<file path="config.mk">
export PLATFORM = sky130hd
export DESIGN_NAME = rtos_task_scheduler
export DESIGN_NICKNAME = d
export VERILOG_FILES = /design/src/rtl/rts_pkg.sv /design/src/rtl/rts_ram.sv /design/src/rtl/rts_table.sv /design/src/rtl/rtos_task_scheduler.sv
export SDC_FILE = /design/constraint.sdc
export NUM_CORES = 2
export LEC_CHECK = 0
export ABC_AREA = 1
export ABC_CLOCK_PERIOD_IN_PS = 6550
export BUFFER_PORTS_ARGS = -buffer_cell sky130_fd_sc_hd__buf_4
export CAP_MARGIN = 25
export CORE_MARGIN = 3
export CORE_UTILIZATION = 45
export CTS_CLUSTER_DIAMETER = 80
export DETAILED_ROUTE_END_ITERATION = 10
export HOLD_SLACK_MARGIN = 0.08
export PLACE_DENSITY = 0.62
export SYNTH_ARGS = -nofsm -noshare
export SYNTH_HDL_FRONTEND = slang
export SYNTH_HIERARCHICAL = 1
export SYNTH_SLANG_ARGS = --single-unit
</file>
<file path="constraint.sdc">
create_clock -name clk -period 6.55 [get_ports clk]
set_input_delay 0.3275 -clock clk [delete_from_list [all_inputs] [get_ports clk]]
set_output_delay 0.3275 -clock clk [all_outputs]
set_load 0.02 [all_outputs]
</file>
<file path="src/rtl/rts_pkg.sv">
// Types and constants of the task scheduler.
package rts_pkg;

	typedef enum logic [2:0] {
		OP_CREATE = 3'd0,
		OP_DELAY  = 3'd1,
		OP_TICK   = 3'd2,
		OP_SWITCH = 3'd3,
		OP_WAIT   = 3'd4,
		OP_SIGNAL = 3'd5
	} op_e;

	localparam logic [1:0] PLACE_NONE   = 2'd0;
	localparam logic [1:0] PLACE_READY  = 2'd1;
	localparam logic [1:0] PLACE_WAKE_A = 2'd2;

	// widest level and stamp over the supported parameter range
	localparam int LEVEL_MAX_W = 5;
	localparam int STAMP_MAX_W = 7;

	typedef struct packed {
		logic [2:0]  op;
		logic [3:0]  task_id;
		logic [7:0]  priority_req;
		logic [31:0] ticks;
		logic [1:0]  event_id;
	} sched_in_t;

	typedef struct packed {
		logic       ok;
		logic       switch_needed;
		logic [3:0] current_task;
		logic       current_valid;
	} sched_out_t;

	// update of the entry at the table's read index
	typedef struct packed {
		logic                   apply;
		logic                   leave;
		logic                   set_task;
		logic [LEVEL_MAX_W-1:0] level;
		logic                   set_place;
		logic [1:0]             place;
		logic                   set_wait;
		logic [1:0]             event_id;
	} tbl_cmd_t;

	typedef struct packed {
		logic                   valid;
		logic [LEVEL_MAX_W-1:0] level;
		logic [1:0]             place;
		logic                   waiting;
		logic [1:0]             event_id;
		logic [STAMP_MAX_W-1:0] stamp;
	} tbl_entry_t;

endpackage

</file>
<file path="src/rtl/rts_ram.sv">
// Generic single-write, single-read RAM with registered read data.
module rts_ram #(
	parameter int WIDTH = 32,
	parameter int DEPTH = 16
) (
	input  logic                     clk,
	input  logic                     we,
	input  logic [$clog2(DEPTH)-1:0] waddr,
	input  logic [WIDTH-1:0]         wdata,
	input  logic [$clog2(DEPTH)-1:0] raddr,
	output logic [WIDTH-1:0]         rdata
);
	logic [WIDTH-1:0] mem_q [DEPTH];

	always_ff @(posedge clk) begin
		if (we) begin
			mem_q[waddr] <= wdata;
		end
		rdata <= mem_q[raddr];
	end
endmodule

</file>
<file path="src/rtl/rts_table.sv">
// Task table: per-task state, queue stamps and waiter count.
module rts_table #(
	parameter int NUM_TASKS  = 16,
	parameter int NUM_LEVELS = 8
) (
	input  logic                         clk,
	input  logic                         arst_n,
	input  logic [$clog2(NUM_TASKS)-1:0] rd_idx,
	input  rts_pkg::tbl_cmd_t            cmd,
	output rts_pkg::tbl_entry_t          entry
);
	import rts_pkg::*;

	localparam int TW = $clog2(NUM_TASKS);
	localparam int LW = $clog2(NUM_LEVELS);
	localparam int SW = $clog2(NUM_TASKS + 1);

	logic          valid_q   [NUM_TASKS];
	logic [LW-1:0] level_q   [NUM_TASKS];
	logic [1:0]    place_q   [NUM_TASKS];
	logic          waiting_q [NUM_TASKS];
	logic [1:0]    event_q   [NUM_TASKS];
	logic [SW-1:0] stamp_q   [NUM_TASKS];
	logic [SW-1:0] wait_cnt_q;

	logic          leaving;
	logic [SW-1:0] stamp_sel;
	logic [SW-1:0] base_cnt;

	assign stamp_sel = stamp_q[rd_idx];
	assign leaving   = cmd.apply && cmd.leave && waiting_q[rd_idx];
	assign base_cnt  = wait_cnt_q - SW'(leaving);

	always_comb begin
		entry          = '0;
		entry.valid    = valid_q[rd_idx];
		entry.level    = LEVEL_MAX_W'(level_q[rd_idx]);
		entry.place    = place_q[rd_idx];
		entry.waiting  = waiting_q[rd_idx];
		entry.event_id = event_q[rd_idx];
		entry.stamp    = STAMP_MAX_W'(stamp_sel);
	end

	always_ff @(posedge clk or negedge arst_n) begin
		if (!arst_n) begin
			for (int i = 0; i < NUM_TASKS; i++) begin
				valid_q[i]   <= 1'b0;
				level_q[i]   <= '0;
				place_q[i]   <= PLACE_NONE;
				waiting_q[i] <= 1'b0;
			end
			wait_cnt_q <= '0;
		end else if (cmd.apply) begin
			for (int i = 0; i < NUM_TASKS; i++) begin
				if (TW'(i) == rd_idx) begin
					if (cmd.set_wait) begin
						waiting_q[i] <= 1'b1;
					end else if (cmd.leave) begin
						waiting_q[i] <= 1'b0;
					end
					if (cmd.set_task) begin
						valid_q[i] <= 1'b1;
						level_q[i] <= LW'(cmd.level);
					end
					if (cmd.set_place) begin
						place_q[i] <= cmd.place;
					end
				end
			end
			wait_cnt_q <= base_cnt + SW'(cmd.set_wait);
		end
	end

	// stamps and event ids are only read once written
	always_ff @(posedge clk) begin
		if (cmd.apply) begin
			for (int i = 0; i < NUM_TASKS; i++) begin
				// close the gap left by the task that leaves
				if (leaving && waiting_q[i] && stamp_q[i] > stamp_sel) begin
					stamp_q[i] <= stamp_q[i] - SW'(1);
				end
				if (TW'(i) == rd_idx && cmd.set_wait) begin
					stamp_q[i] <= base_cnt;
					event_q[i] <= cmd.event_id;
				end
			end
		end
	end
endmodule

</file>
<file path="src/rtl/rtos_task_scheduler.sv">
// Priority round-robin task scheduler. One operation per transfer on the input
// channel, one result per operation. Tick, switch and signal with a valid event
// id walk the task table one entry per cycle, a pace set by that single table
// read port (tick also reads wake times from a RAM with registered read); all
// other operations go from idle straight to the result state. Input ready is
// high only between operations; a finished result sits in the output register.
module rtos_task_scheduler #(
	parameter int NUM_TASKS  = 16,
	parameter int NUM_LEVELS = 8,
	parameter int NUM_EVENTS = 4
) (
	input  logic               clk,
	input  logic               arst_n,
	input  logic               in_valid,
	output logic               in_ready,
	input  rts_pkg::sched_in_t in_data,
	output logic               out_valid,
	input  logic               out_ready,
	output rts_pkg::sched_out_t out_data
);
	import rts_pkg::*;

	localparam int TW = $clog2(NUM_TASKS);
	localparam int LW = $clog2(NUM_LEVELS);

	typedef enum logic [6:0] {
		S_IDLE  = 7'b0000001,
		S_TICK  = 7'b0000010,
		S_SIG   = 7'b0000100,
		S_SIGFN = 7'b0001000,
		S_SW    = 7'b0010000,
		S_SWFN  = 7'b0100000,
		S_RESP  = 7'b1000000
	} state_e;

	state_e        state_q;
	logic          ok_q, sw_q;
	logic [TW:0]   cnt_q;
	logic [TW-1:0] run_task_q;
	logic          run_valid_q;
	logic [LW-1:0] cur_lvl_q;
	logic [31:0]   tick_q;
	logic          swap_q;
	logic [TW-1:0] rr_q [NUM_LEVELS];
	logic [1:0]    ev_q;
	logic [TW-1:0] idx_s1;
	logic          v_s1;
	logic          best_v_q;
	logic [TW-1:0] best_idx_q;
	logic [LW-1:0] best_lvl_q;
	logic [STAMP_MAX_W-1:0] best_stamp_q;
	logic [TW-1:0] first_idx_q;
	logic          after_v_q;
	logic [TW-1:0] after_idx_q;
	sched_out_t    out_q;
	logic          out_valid_q;

	logic          accept;
	logic [TW-1:0] rd_idx;
	tbl_cmd_t      cmd;
	tbl_entry_t    e;
	logic [LW-1:0] e_lvl;
	logic [TW-1:0] scan_t;
	logic          id_ok, ev_ok;
	logic [LW-1:0] req_lvl;
	logic [TW-1:0] id_idx;
	logic [31:0]   wake;
	logic [1:0]    wake_place;
	logic          ram_we;
	logic [31:0]   ram_rdata;
	logic          tick_hit;
	logic          sig_better;
	logic          sw_ready;
	logic          after_hit;
	logic          last_scan;

	assign accept    = in_valid && in_ready;
	assign in_ready  = (state_q == S_IDLE);
	assign out_valid = out_valid_q;
	assign out_data  = out_q;

	assign id_ok   = 32'(in_data.task_id) < NUM_TASKS;
	assign ev_ok   = 32'(in_data.event_id) < NUM_EVENTS;
	assign req_lvl = (32'(in_data.priority_req) >= NUM_LEVELS) ? LW'(NUM_LEVELS - 1)
		: LW'(in_data.priority_req);
	assign id_idx  = TW'(in_data.task_id);
	assign wake    = tick_q + in_data.ticks;
	assign wake_place = 2'(PLACE_WAKE_A + {1'b0, (wake < tick_q) ? ~swap_q : swap_q});

	assign scan_t    = cnt_q[TW-1:0];
	assign e_lvl     = LW'(e.level);
	assign last_scan = (cnt_q == (TW+1)'(NUM_TASKS - 1));

	always_comb begin
		priority case (1'b1)
			state_q[0]: rd_idx = (op_e'(in_data.op) == OP_CREATE) ? id_idx : run_task_q;
			state_q[1]: rd_idx = idx_s1;
			state_q[3]: rd_idx = best_idx_q;
			default:    rd_idx = scan_t;
		endcase
	end

	rts_table #(
		.NUM_TASKS (NUM_TASKS),
		.NUM_LEVELS(NUM_LEVELS)
	) u_table (
		.clk   (clk),
		.arst_n(arst_n),
		.rd_idx(rd_idx),
		.cmd   (cmd),
		.entry (e)
	);

	assign ram_we = accept && in_data.ticks != 32'd0 && run_valid_q &&
		(op_e'(in_data.op) == OP_DELAY || (op_e'(in_data.op) == OP_WAIT && ev_ok));

	rts_ram #(
		.WIDTH(32),
		.DEPTH(NUM_TASKS)
	) u_wake_ram (
		.clk  (clk),
		.we   (ram_we),
		.waddr(run_task_q),
		.wdata(wake),
		.raddr(scan_t),
		.rdata(ram_rdata)
	);

	assign tick_hit   = v_s1 && e.place == 2'(PLACE_WAKE_A + {1'b0, swap_q}) &&
		tick_q >= ram_rdata;
	assign sig_better = e.waiting && e.event_id == ev_q && (!best_v_q ||
		e_lvl > best_lvl_q || (e_lvl == best_lvl_q && e.stamp < best_stamp_q));
	assign sw_ready   = e.valid && e.place == PLACE_READY;
	assign after_hit  = scan_t > rr_q[e_lvl];

	always_comb begin
		cmd = '0;
		priority case (1'b1)
			state_q[0]: begin
				if (accept) begin
					unique case (op_e'(in_data.op))
						OP_CREATE: begin
							cmd.apply     = id_ok;
							cmd.leave     = 1'b1;
							cmd.set_task  = 1'b1;
							cmd.level     = LEVEL_MAX_W'(req_lvl);
							cmd.set_place = 1'b1;
							cmd.place     = PLACE_READY;
						end
						OP_DELAY: begin
							cmd.apply     = run_valid_q && in_data.ticks != 32'd0;
							cmd.set_place = 1'b1;
							cmd.place     = wake_place;
						end
						OP_WAIT: begin
							cmd.apply     = run_valid_q && ev_ok;
							cmd.leave     = 1'b1;
							cmd.set_wait  = 1'b1;
							cmd.event_id  = in_data.event_id;
							cmd.set_place = 1'b1;
							cmd.place     = (in_data.ticks != 32'd0) ? wake_place : PLACE_NONE;
						end
						default: cmd = '0;
					endcase
				end
			end
			state_q[1]: begin
				cmd.apply     = tick_hit;
				cmd.leave     = 1'b1;
				cmd.set_place = 1'b1;
				cmd.place     = PLACE_READY;
			end
			state_q[3]: begin
				cmd.apply     = best_v_q;
				cmd.leave     = 1'b1;
				cmd.set_place = 1'b1;
				cmd.place     = PLACE_READY;
			end
			default: cmd = '0;
		endcase
	end

	always_ff @(posedge clk or negedge arst_n) begin
		if (!arst_n) begin
			state_q      <= S_IDLE;
			ok_q         <= 1'b0;
			sw_q         <= 1'b0;
			cnt_q        <= '0;
			run_task_q   <= '0;
			run_valid_q  <= 1'b0;
			cur_lvl_q    <= '0;
			tick_q       <= '0;
			swap_q       <= 1'b0;
			ev_q         <= '0;
			idx_s1       <= '0;
			v_s1         <= 1'b0;
			best_v_q     <= 1'b0;
			best_idx_q   <= '0;
			best_lvl_q   <= '0;
			best_stamp_q <= '0;
			first_idx_q  <= '0;
			after_v_q    <= 1'b0;
			after_idx_q  <= '0;
			out_q        <= '0;
			out_valid_q  <= 1'b0;
			for (int l = 0; l < NUM_LEVELS; l++) begin
				rr_q[l] <= '0;
			end
		end else begin
			if (out_valid_q && out_ready && state_q != S_RESP) begin
				out_valid_q <= 1'b0;
			end
			unique case (state_q)
				S_IDLE: begin
					if (accept) begin
						ok_q     <= (op_e'(in_data.op) == OP_CREATE) && id_ok;
						sw_q     <= 1'b0;
						cnt_q    <= '0;
						v_s1     <= 1'b0;
						best_v_q <= 1'b0;
						after_v_q <= 1'b0;
						unique case (op_e'(in_data.op))
							OP_CREATE: begin
								state_q <= S_RESP;
								if (id_ok) begin
									if (!run_valid_q || cur_lvl_q < req_lvl) begin
										run_task_q  <= id_idx;
										run_valid_q <= 1'b1;
										cur_lvl_q   <= req_lvl;
									end else if (run_task_q == id_idx) begin
										cur_lvl_q <= req_lvl;
									end
								end
							end
							OP_TICK: begin
								tick_q <= tick_q + 32'd1;
								if (tick_q == '1) begin
									swap_q <= ~swap_q;
								end
								state_q <= S_TICK;
							end
							OP_SWITCH: state_q <= S_SW;
							OP_SIGNAL: begin
								ev_q    <= in_data.event_id;
								state_q <= ev_ok ? S_SIG : S_RESP;
							end
							default: state_q <= S_RESP;
						endcase
					end
				end
				S_TICK: begin
					// read wake time of one slot, check it in the following cycle
					idx_s1 <= scan_t;
					v_s1   <= (cnt_q != (TW+1)'(NUM_TASKS));
					if (tick_hit && (!run_valid_q || e_lvl >= cur_lvl_q)) begin
						sw_q <= 1'b1;
					end
					if (cnt_q == (TW+1)'(NUM_TASKS)) begin
						state_q <= S_RESP;
					end else begin
						cnt_q <= cnt_q + (TW+1)'(1);
					end
				end
				S_SIG: begin
					if (sig_better) begin
						best_v_q     <= 1'b1;
						best_idx_q   <= scan_t;
						best_lvl_q   <= e_lvl;
						best_stamp_q <= e.stamp;
					end
					if (last_scan) begin
						state_q <= S_SIGFN;
					end else begin
						cnt_q <= cnt_q + (TW+1)'(1);
					end
				end
				S_SIGFN: begin
					if (best_v_q) begin
						ok_q <= !run_valid_q || best_lvl_q >= cur_lvl_q;
					end
					state_q <= S_RESP;
				end
				S_SW: begin
					if (sw_ready) begin
						if (!best_v_q || e_lvl > best_lvl_q) begin
							best_v_q    <= 1'b1;
							best_lvl_q  <= e_lvl;
							first_idx_q <= scan_t;
							after_v_q   <= after_hit;
							after_idx_q <= scan_t;
						end else if (e_lvl == best_lvl_q && !after_v_q && after_hit) begin
							after_v_q   <= 1'b1;
							after_idx_q <= scan_t;
						end
					end
					if (last_scan) begin
						state_q <= S_SWFN;
					end else begin
						cnt_q <= cnt_q + (TW+1)'(1);
					end
				end
				S_SWFN: begin
					if (!best_v_q) begin
						run_valid_q <= 1'b0;
						run_task_q  <= '0;
					end else begin
						rr_q[best_lvl_q] <= after_v_q ? after_idx_q : first_idx_q;
						run_task_q       <= after_v_q ? after_idx_q : first_idx_q;
						run_valid_q      <= 1'b1;
						cur_lvl_q        <= best_lvl_q;
					end
					state_q <= S_RESP;
				end
				S_RESP: begin
					// hold until the output register is free
					if (!out_valid_q || out_ready) begin
						out_q.ok            <= ok_q;
						out_q.switch_needed <= sw_q;
						out_q.current_task  <= 4'(run_task_q);
						out_q.current_valid <= run_valid_q;
						out_valid_q         <= 1'b1;
						state_q             <= S_IDLE;
					end
				end
				default: state_q <= S_IDLE;
			endcase
		end
	end
endmodule

</file>
==> run summary <==
Die H: 330 microns
MaxCap Viol Count: 0
clk sinks: 899
final instance area: 52600 sq um
worst slack, placed: 0.291 ns
placed cells: 6568
P_int: 13.0 mW
most common cell after layout, fill and taps aside: nand2_1
HP Class: in -> reg
pins over their slew limit: 0
CTS H-tree depth: 3
synthesized instance count: 5225
clk root buf: clkbuf_16
Max VDD drop: 252 uV
CP Capture Type: flop
gpl congestion: 0.943
Clock Path Buffers: 3
vias: 36000
die span in x: 330 microns
non-filler cells, final: 6768
LEAKAGE: 23.3 nW
Antenna Nets Post-Route: 0
total power: 21.6 mW
largest net degree at the start of global routing: 157
# IOs: 62
Sw Pwr: 8.56 mW
drt pass-1 iters: 6
Clock power frac: 0.265
area grow syn2layout: 11.4%
period utilization: 0.924
Sum Neg Setup Slack: 0 ns
Worst Setup Start Kind: input port
Final nets: 5575
synthesized area: 47200 sq um
outcome: finished, final reports clean
worst-skew pair later-pin latency: 0.69 ns
crit path time final: 6.05 ns
fmax: 165 MHz
Crit Path Max Fanout: 40
Area after DPL: 49100 sq um
RSZ-0062 raised after global routing: no
Final Hold Violating Endpoints: 0
share of layout cells above drive strength 1: 0.0813
CTS Buf Count: 97
vias in the first global route: 34000
Die ar.: 109000 sq um
initial antenna violation count: 5
All-Layer GR Usage: 0.244
Setup WS post-layout: 0.495 ns
Power Dens Cells: 410 nW/um^2
CP arrival: 6.54 ns
per-cell routed wire length: 19.6 microns
core area: 104000 sq um
Crit Path Category: in -> reg
Slew headroom: 0.262
Sw Ratio: 0.397
Flop pwr share: 0.349
dpl hpwl: 87600 microns
port bufs: 61
total gr overflow: 0
Mean Syn Cell Area: 9.03 sq um
reg-to-reg slack, setup: 0.75 ns
Req. time, crit path: 7.04 ns
initial core utilization: 0.455
Remaining DRCs: 0
Syn. warnings: 6
initial drt markers: 3217
Comb power frac: 0.386
row cnt: 118
Slew @ Worst Pin: 1.10 ns
CTS tree: yes
Finish-stage setup viols: 0
Worst-path clk slew: 0.06 ns
routed wire length: 133000 microns
Clock Skew: 0.0374 ns
first-pass GRT wire length: 203000 microns
DR vias/cell: 5.32
most frequent cells in the layout: nand2_1 (1505), inv_1 (699), edfxtp_1 (624)
-- timing repair --
action | in CTS | in global routing
endpoints found under the setup margin | 0 | 18
setup buffers | 0 | 3
hold buffers | 8 | 0
endpoints found under the hold margin | 97 | 0
resized for setup | 0 | 3
-- final timing paths --
check                                   startpoint                    end  cells after the start
worst min register to register  u_table/valid_q[6]     u_table/valid_q[6]                      2
worst max register to register          state_q[0]  u_table/stamp_q[6][4]                     22
worst max-delay path                   in_data[46]  u_table/stamp_q[6][4]                     27
max in group asynchronous                   arst_n               cnt_q[2]                      3
min in group asynchronous                   arst_n            out_data[5]                      2
worst min-delay path                   in_data[42]          run_task_q[0]                      5
-- worst max-delay path, cell delays in order --
cell and delay, ns:
dlygate4sd3_1 0.59, buf_4 0.18, nor2_1 0.18, inv_1 0.08, nor2_1 0.18, inv_1 0.16, a21oi_1 0.16, o21ai_0 0.10
nand3_1 0.48, nand2_8 0.24, inv_4 0.43, a22oi_1 0.18, nand2_1 0.10, nand2_1 0.06, nand4_1 0.17, o211ai_1 0.11
a21oi_1 0.27, nand3_1 0.12, nand2_1 0.12, nand2_1 0.08, a21oi_1 0.15, ha_1 0.20, ha_1 0.19, nand3_1 0.11
xor2_1 0.62, inv_1 0.60, o22ai_1 0.34
-- metal layers --
| metal | share of wire | global-route usage | wire length (microns) |
|---|---|---|---|
| met5 | 0.00020 | 0 | 27 |
| met4 | 0.031 | 0.0793 | 4130 |
| met3 | 0.067 | 0.0347 | 8910 |
| met2 | 0.47 | 0.400 | 62500 |
| met1 | 0.43 | 0.333 | 57300 |
-- cell type report --
class	count	area (sq um)
multi-input cells	3405	18000
clock inverters	45	582
repair buffers	142	1140
fillers	9493	51200
flip-flops and latches	899	25500
well taps	1380	1730
inverters	756	2870
diodes	3	7.51
clock buffers	138	2770
-- state kept, by name, summed over array words and instances (netlist names), 3 cells and up --
| register | flops |
|---|---|
| out_data | 7 |
| rr_q | 32 |
| first_idx_q | 4 |
| state_q | 7 |
| best_stamp_q | 7 |
| u_wake_ram/mem_q | 512 |
| u_wake_ram/rdata | 32 |
| after_idx_q | 4 |
| tick_q | 32 |
| u_table/waiting_q | 16 |
| u_table/valid_q | 16 |
| idx_s1 | 4 |
| cnt_q | 5 |
| best_idx_q | 4 |
| u_table/place_q | 32 |
| best_lvl_q | 3 |
| cur_lvl_q | 3 |
| u_table/event_q | 32 |
| u_table/level_q | 48 |
| u_table/wait_cnt_q | 5 |
| run_task_q | 4 |
| u_table/stamp_q | 80 |
-- power by group through the flow --
stage,combinational (mW),clock [mW],sequential [mW]
floorplan,5.70,0,7.53
global placement,7.99,0,7.63
detailed placement,8.20,0,7.64
CTS,8.25,5.82,7.52
global route,9.31,6.03,7.56
finish,8.33,5.71,7.53
-- metrics by stage --
| step | hold slack [ns] | utilization |
|---|---|---|
| detailed placement | 0.377 | 0.473 |
| floorplan | 0.0319 | - |
| CTS | 0.0802 | 0.506 |
| global route | 0.153 | 0.506 |
| global placement | 0.387 | 0.472 |
| finish | 0.131 | 0.506 |
Note: power is estimated with default switching activity, not from simulation.
